## src/rtl/gnf_pkg.sv

```systemverilog
package gnf_pkg;

    localparam int FRAC_BITS   = 16;
    localparam int MAX_OCTAVES = 16;
    localparam int TABLE_SIZE  = 256;

    localparam logic signed [17:0] ONE_Q     = 18'sd65536;
    localparam logic signed [23:0] FADE_A_OFF = 24'sd983040;   // 15.0
    localparam logic signed [21:0] FADE_B_OFF = 22'sd655360;   // 10.0

    localparam logic [1:0] CMD_WRITE   = 2'd0;
    localparam logic [1:0] CMD_FRACTAL = 2'd1;
    localparam logic [1:0] CMD_RIDGED  = 2'd2;

    typedef enum logic [4:0] {
        M_NONE, M_PX0, M_PX1, M_PY0, M_PY1,
        M_FA_X, M_FA_Y, M_FT2_X, M_FT2_Y, M_FT3_X, M_FT3_Y, M_FUV,
        M_L1, M_L2, M_L3, M_FR, M_RR, M_RW, M_RA, M_F0, M_F1, M_AD
    } mul_sel_t;

    typedef enum logic [4:0] {
        W_NONE, W_PX0, W_PX1, W_PY0, W_PY1, W_B, W_T2, W_T3, W_U, W_V,
        W_X1, W_X2, W_N, W_SQ, W_W, W_TOT, W_F0, W_F1, W_AMP
    } wb_sel_t;

    typedef enum logic [2:0] {
        RD_NONE, RD_HA, RD_HB, RD_AA, RD_AB, RD_BA, RD_BB, CAP_BB
    } mem_sel_t;

    typedef struct packed {
        logic     load;
        logic     ridged;
        logic     tbl_wr;
        logic     out_load;
        mul_sel_t mul;
        wb_sel_t  wb;
        mem_sel_t mem;
    } dp_cmd_t;

    // Gradient from the low three hash bits: four diagonal directions, each reached by two codes.
    function automatic logic signed [18:0] grad_f(input logic [2:0] h,
                                                  input logic signed [17:0] gx,
                                                  input logic signed [17:0] gy);
        logic signed [18:0] gu;
        logic signed [18:0] gv;
        gu = h[2] ? 19'(gy) : 19'(gx);
        gv = h[2] ? 19'(gx) : 19'(gy);
        if (h[0])
        begin
            gu = -gu;
        end
        if (h[1])
        begin
            gv = -gv;
        end
        return gu + gv;
    endfunction

endpackage

```

## src/rtl/gnf_ctrl.sv

```systemverilog
module gnf_ctrl import gnf_pkg::*; (
    input  logic       clk,
    input  logic       rst_n,
    input  logic       in_valid,
    output logic       in_ready,
    input  logic [1:0] in_cmd,
    input  logic [4:0] in_octaves,
    output logic       out_valid,
    input  logic       out_ready,
    output dp_cmd_t    cmd
);

    typedef enum logic [1:0] {S_IDLE, S_RUN, S_FINISH} state_t;

    localparam logic [4:0] STEP_NOISE_END = 5'd21;
    localparam logic [4:0] STEP_RIDGE     = 5'd22;
    localparam logic [4:0] STEP_RIDGE_END = 5'd26;
    localparam logic [4:0] STEP_FRACTAL   = 5'd27;
    localparam logic [4:0] STEP_TAIL      = 5'd28;
    localparam logic [4:0] STEP_LAST      = 5'd31;

    state_t     state_reg;
    logic [4:0] step_reg;
    logic [4:0] oct_left_reg;
    logic       ridged_reg;
    logic       out_valid_reg;

    logic       accept;
    logic       sample_go;
    logic       out_fire;
    logic [4:0] octs_clamped;

    assign in_ready  = (state_reg == S_IDLE);
    assign accept    = in_valid && in_ready;
    assign sample_go = accept && (in_cmd == CMD_FRACTAL || in_cmd == CMD_RIDGED);
    assign out_fire  = (state_reg == S_FINISH) && (!out_valid_reg || out_ready);
    assign out_valid = out_valid_reg;
    assign octs_clamped = (in_octaves > 5'(MAX_OCTAVES)) ? 5'(MAX_OCTAVES) : in_octaves;

    always_comb
    begin
        cmd          = '0;
        cmd.mul      = M_NONE;
        cmd.wb       = W_NONE;
        cmd.mem      = RD_NONE;
        cmd.load     = sample_go;
        cmd.ridged   = (in_cmd == CMD_RIDGED);
        cmd.tbl_wr   = accept && (in_cmd == CMD_WRITE);
        cmd.out_load = out_fire;
        if (state_reg == S_RUN)
        begin
            unique case (step_reg)
                5'd0:  cmd.mul = M_PX0;
                5'd1:  begin cmd.mul = M_PX1; cmd.wb = W_PX0; end
                5'd2:  begin cmd.mul = M_PY0; cmd.wb = W_PX1; end
                5'd3:  begin cmd.mul = M_PY1; cmd.wb = W_PY0; end
                5'd4:  cmd.wb = W_PY1;
                5'd5:  begin cmd.mul = M_FA_X; cmd.mem = RD_HA; end
                5'd6:  begin cmd.mul = M_FT2_X; cmd.wb = W_B; cmd.mem = RD_HB; end
                5'd7:  begin cmd.wb = W_T2; cmd.mem = RD_AA; end
                5'd8:  begin cmd.mul = M_FT3_X; cmd.mem = RD_AB; end
                5'd9:  begin cmd.wb = W_T3; cmd.mem = RD_BA; end
                5'd10: begin cmd.mul = M_FUV; cmd.mem = RD_BB; end
                5'd11: begin cmd.mul = M_FA_Y; cmd.wb = W_U; cmd.mem = CAP_BB; end
                5'd12: begin cmd.mul = M_FT2_Y; cmd.wb = W_B; end
                5'd13: cmd.wb = W_T2;
                5'd14: cmd.mul = M_FT3_Y;
                5'd15: cmd.wb = W_T3;
                5'd16: cmd.mul = M_FUV;
                5'd17: begin cmd.mul = M_L1; cmd.wb = W_V; end
                5'd18: begin cmd.mul = M_L2; cmd.wb = W_X1; end
                5'd19: cmd.wb = W_X2;
                5'd20: cmd.mul = M_L3;
                5'd21: cmd.wb = W_N;
                5'd22: cmd.mul = M_RR;
                5'd23: cmd.wb = W_SQ;
                5'd24: cmd.mul = M_RW;
                5'd25: cmd.wb = W_W;
                5'd26: cmd.mul = M_RA;
                5'd27: cmd.mul = M_FR;
                5'd28: begin cmd.mul = M_F0; cmd.wb = W_TOT; end
                5'd29: begin cmd.mul = M_F1; cmd.wb = W_F0; end
                5'd30: begin cmd.mul = M_AD; cmd.wb = W_F1; end
                5'd31: cmd.wb = W_AMP;
                default: ;
            endcase
        end
    end

    always_ff @(posedge clk or negedge rst_n)
    begin
        if (!rst_n)
        begin
            state_reg     <= S_IDLE;
            step_reg      <= '0;
            oct_left_reg  <= '0;
            ridged_reg    <= 1'b0;
            out_valid_reg <= 1'b0;
        end
        else
        begin
            if (out_fire)
            begin
                out_valid_reg <= 1'b1;
            end
            else if (out_ready)
            begin
                out_valid_reg <= 1'b0;
            end

            unique case (state_reg)
                S_IDLE:
                begin
                    if (sample_go)
                    begin
                        ridged_reg   <= (in_cmd == CMD_RIDGED);
                        oct_left_reg <= octs_clamped;
                        step_reg     <= '0;
                        state_reg    <= (octs_clamped == '0) ? S_FINISH : S_RUN;
                    end
                end
                S_RUN:
                begin
                    priority if (step_reg == STEP_NOISE_END)
                    begin
                        step_reg <= ridged_reg ? STEP_RIDGE : STEP_FRACTAL;
                    end
                    else if (step_reg == STEP_RIDGE_END)
                    begin
                        step_reg <= STEP_TAIL;
                    end
                    else if (step_reg == STEP_LAST)
                    begin
                        step_reg     <= '0;
                        oct_left_reg <= oct_left_reg - 5'd1;
                        if (oct_left_reg == 5'd1)
                        begin
                            state_reg <= S_FINISH;
                        end
                    end
                    else
                    begin
                        step_reg <= step_reg + 5'd1;
                    end
                end
                S_FINISH:
                begin
                    if (out_fire)
                    begin
                        state_reg <= S_IDLE;
                    end
                end
                default: state_reg <= S_IDLE;
            endcase
        end
    end

    a_fractal_skips_ridge: assert property (@(posedge clk) disable iff (!rst_n)
        (state_reg == S_RUN && !ridged_reg)
            |-> !(step_reg >= STEP_RIDGE && step_reg <= STEP_RIDGE_END))
        else $error("fractal sample entered ridged steps");

    a_octaves_left: assert property (@(posedge clk) disable iff (!rst_n)
        (state_reg == S_RUN) |-> (oct_left_reg != '0))
        else $error("running with no octaves left");

    a_slot_free: assert property (@(posedge clk) disable iff (!rst_n)
        out_fire |-> (!out_valid_reg || out_ready))
        else $error("result overwrote a pending transfer");

    a_result_shown: assert property (@(posedge clk) disable iff (!rst_n)
        out_fire |=> out_valid_reg)
        else $error("finished sample not presented");

endmodule

```

## config.mk

```make
export PLATFORM = sky130hd
export DESIGN_NAME = gnf_ctrl
export DESIGN_NICKNAME = d
export VERILOG_FILES = /design/src/rtl/gnf_pkg.sv /design/src/rtl/gnf_ctrl.sv
export SDC_FILE = /design/constraint.sdc
export NUM_CORES = 1
export LEC_CHECK = 0
export BUFFER_PORTS_ARGS = -buffer_cell sky130_fd_sc_hd__buf_2
export CORE_MARGIN = 5
export CORE_UTILIZATION = 45
export CTS_CLUSTER_DIAMETER = 200
export DETAILED_ROUTE_END_ITERATION = 16
export PLACE_DENSITY = 0.75
export SLEW_MARGIN = 20
export SYNTH_ARGS = -nofsm -noshare
export SYNTH_HDL_FRONTEND = slang
export SYNTH_SLANG_ARGS = --single-unit
```

## constraint.sdc

```tcl
create_clock -name clk -period 4.9 [get_ports clk]
set_clock_uncertainty 0.2 [all_clocks]
set_input_delay 1.47 -clock clk [delete_from_list [all_inputs] [get_ports clk]]
set_output_delay 1.47 -clock clk [all_outputs]
set_load 0.005 [all_outputs]
```

==> results by group <==
Cells and area
  • Total of fill cells in the finished design: 336
  • Share of cells above drive strength 1: 20.85%
  • Layout Cells excl Fill: about 260
  • Final nets: approximately 230
  • P&R area growth vs syn: 9.329%
  • ANT cells: 0

Yosys
  • Seq/Total Area, Yosys: about 23%
  • Yosys top cell by area: dfrtp_1
  • Synth async-reset ratio: 100.0%
  • Synth area leaders: dfrtp_1 (23%), ha_1 (8.2%), a21oi_1 (5.2%), nor2_1 (4.4%), nand2_1 (3.7%)
  • Top FF cell, synth: dfrtp_1
  • Synth unique cells: 59
  • Mapped Cells: between 150 and 200
  • Post-Synthesis Net Count: 218
  • Most numerous cell in the Yosys netlist: nor2_1
  • Number of synthesized flops with an enable pin: 0
  • Synth Register Bits: 14
  • Syn avg cell area: 7.761 um2
  • Top cells by instance count after synthesis: nor2_1 (18), a21oi_1 (16), nand2_1 (15), dfrtp_1 (14), inv_1 (12)
  • Synth top area share: between 20 and 25%
  • Synth warnings: 0
  • Cell Area, Synth: about 0.0015 mm2

Clock tree
  • Bufs on Longest Clock Path: 2
  • Post-CTS resize count: 0
  • Hold_buf cts: 0
  • Clk sinks: 14
  • TritonCTS clock tree: yes
  • Post-CTS setup buffer count: 0
  • Clock transition at path regs: about 0.080 ns
  • H-tree Lvls: 1
  • Total CTS buffers: 3
  • Clk_lat worst skew: 0.28 ns
  • CTS root buffer: clkbuf_4

Route
  • DRT antenna net count: 0
  • Drt initial violations: roughly 140
  • Wire length per cell: approximately 14 um
  • Drt pass-1 iters: 4
  • Total Wirelength: 3.590 mm
  • DR vias: roughly 1500
  • Vias/cell: around 5.8
  • DRC: 0

Setup path
  • Kind of critical path: input pin to primary output
  • FF-to-FF path depth: 6
  • Crit-path max cell delay: ~0.32 ns
  • Crit. End Element: primary output
  • WP buf/inv: 4
  • CP Max Fanout: 9
  • WP data arrival: ~2.6 ns
  • Reg-to-reg slack, setup: between 2 and 2.5 ns
  • Critical Path Start Type: input pin
  • CP max-delay cell: nand4bb_1
  • Worst r2r src: step_reg[3]
  • WP data required: ~3.2 ns
  • Worst path cell trace: buf_2 -> inv_1 -> ha_1 -> nand4bb_1 -> inv_1 -> buf_2
  • CP delay by family, top: buffers and inverters
  • Levels on crit path: 6
  • Critical R2R Capture: oct_left_reg[4]

STA
  • Fin crit share: around 87%
  • Max-slew headroom: 47.97%
  • Crit path time final: 4.247 ns
  • Setup_tns: 0 ns
  • Final hold viol count: 0
  • Peak Freq: 0.2354 GHz
  • RSZ-0062 raised after global routing: no
  • Final setup viols: 0
  • Least-Margin Pin Slew: 0.7804 ns
  • Max Slew Vio Count: 0

Global route
  • First-pass GRT wire length: roughly 6.0 mm
  • Total GRT Usage: approximately 16%
  • Number of global-route vias before repair: between 1000 and 1500
  • Largest net degree at the start of global routing: 29
  • Initial antenna violation count: 0
  • Global route overflow: 0

Power
  • Reg power frac: between 20 and 30%
  • Switching Share: 49.01%
  • Pwr Density: between 500 and 600 mW/mm2
  • Share of power burned in combinational logic: 61.3%
  • Clock power frac: under 10%
  • Internal: approximately 0.45 mW
  • Switch Pwr: about 0.43 mW
  • Leakage Power: 0.7956 nW
  • Worst IR drop on VDD: around 0.25 mV

Hold path
  • Hold crit path type: flop to flop
  • Min-Delay Startpoint: out_valid
  • Worst hold path depth: 2
  • Hold EP: out_valid

Placement
  • Placer Congestion: 0.8700
  • Placed Instances: 253
  • Buffers on Ports: 29
  • HPWL after detailed placement: approximately 2.6 mm

Status
  • Status: complete, no violations

Die
  • Core Rows: 21
  • Die height: around 68 um
  • Core box area: between 0.003 and 0.004 mm2
  • Die Wd: slightly below 70 um
  • Initial Utilization: a little under half
  • DIE AREA: around 0.0047 mm2
  • IO Count: 30

Run
  • Number of max-cap violations: 0
-- cell usage in the layout (no fill, tap or decap), types with 4 or more instances in the layout --
| cell | count |
|---|---|
| nor2_1 | 18 |
| buf_2 | 29 |
| mux2_2 | 4 |
| nand2_1 | 15 |
| nor3_1 | 4 |
| nand2b_1 | 5 |
| a21oi_1 | 16 |
| dfrtp_1 | 14 |
| nor4_1 | 4 |
| o21ai_0 | 7 |
| and3_1 | 4 |
| inv_1 | 12 |
| a31oi_1 | 5 |
| ha_1 | 10 |
| nor2b_1 | 4 |
-- worst max-delay path by stage --
stage,startpoint,endpoint,slack [ns]
after global placement,in_cmd[0],cmd[16],0.70
after CTS,in_cmd[0],cmd[16],0.66
after floorplan,in_cmd[0],cmd[16],1.0
after detailed placement,in_cmd[0],cmd[16],0.66
final,in_cmd[0],cmd[16],0.65
after global routing,in_cmd[0],cmd[16],0.54
-- cell families (layout without fill, tap and decap cells) --
| group | after synthesis | after routing | synth area share [%] |
|---|---|---|---|
| compound gates | 59 | 59 | 26.02 |
| buf+inv | 32 | 46 | 9.738 |
| fa+ha+maj | 10 | 10 | 8.183 |
| flops | 14 | 14 | 22.91 |
| mux | 6 | 6 | 4.255 |
| xor+xnor | 1 | 1 | 0.5729 |
| simple gates | 75 | 75 | 28.31 |
-- metal layers --
metal / up-vias / wire length (um) / track usage [%]
met5: - / 0 / 0
met4: 0 / 15 / 0.9926
met3: 2 / 180 / 3.941
met2: 42 / 1760 / 26.11
met1: 692 / 1632 / 23.55
li1: 748 / - / -
-- stage by stage --
stage          cell area (um2)  utilization [%]  hold slack [ns]  worst slack, ns  total power, mW
2_1_floorplan             1529                -           0.2668           0.9974           0.6703
3_3_place_gp              1635            49.40           0.3031           0.7011           0.7906
3_5_place_dp              1635            49.40           0.3084           0.6593           0.7968
4_1_cts                   1672            50.49           0.3310           0.6570           0.8824
5_1_grt                   1672            50.49           0.3571           0.5366           0.9665
6_report                  1672            50.49           0.3283           0.6528           0.8759
-- cell type report --
class,instances,area [um2],share of cell area [%]
Sequential cell,14,350.3,20.96
Tap cell,46,57.56,3.443
Multi-Input combinational cell,151,1030,61.60
Timing Repair Buffer,30,152.6,9.132
Clock buffer,4,36.28,2.171
Inverter,12,45.04,2.695
-- power groups by stage --
stage | combinational, mW | clock, mW | sequential (mW)
6_report | 0.537 | 0.0824 | 0.256
5_1_grt | 0.605 | 0.0915 | 0.270
4_1_cts | 0.542 | 0.0853 | 0.255
3_5_place_dp | 0.539 | 0 | 0.258
3_3_place_gp | 0.535 | 0 | 0.256
2_1_floorplan | 0.459 | 0 | 0.212
-- worst min-delay path: cells and delay by family (launching register included) --
family,cells,cell delay (ns)
flops,1,0.35
simple gates,2,0.15
Note: power is estimated with default switching activity, not from simulation.
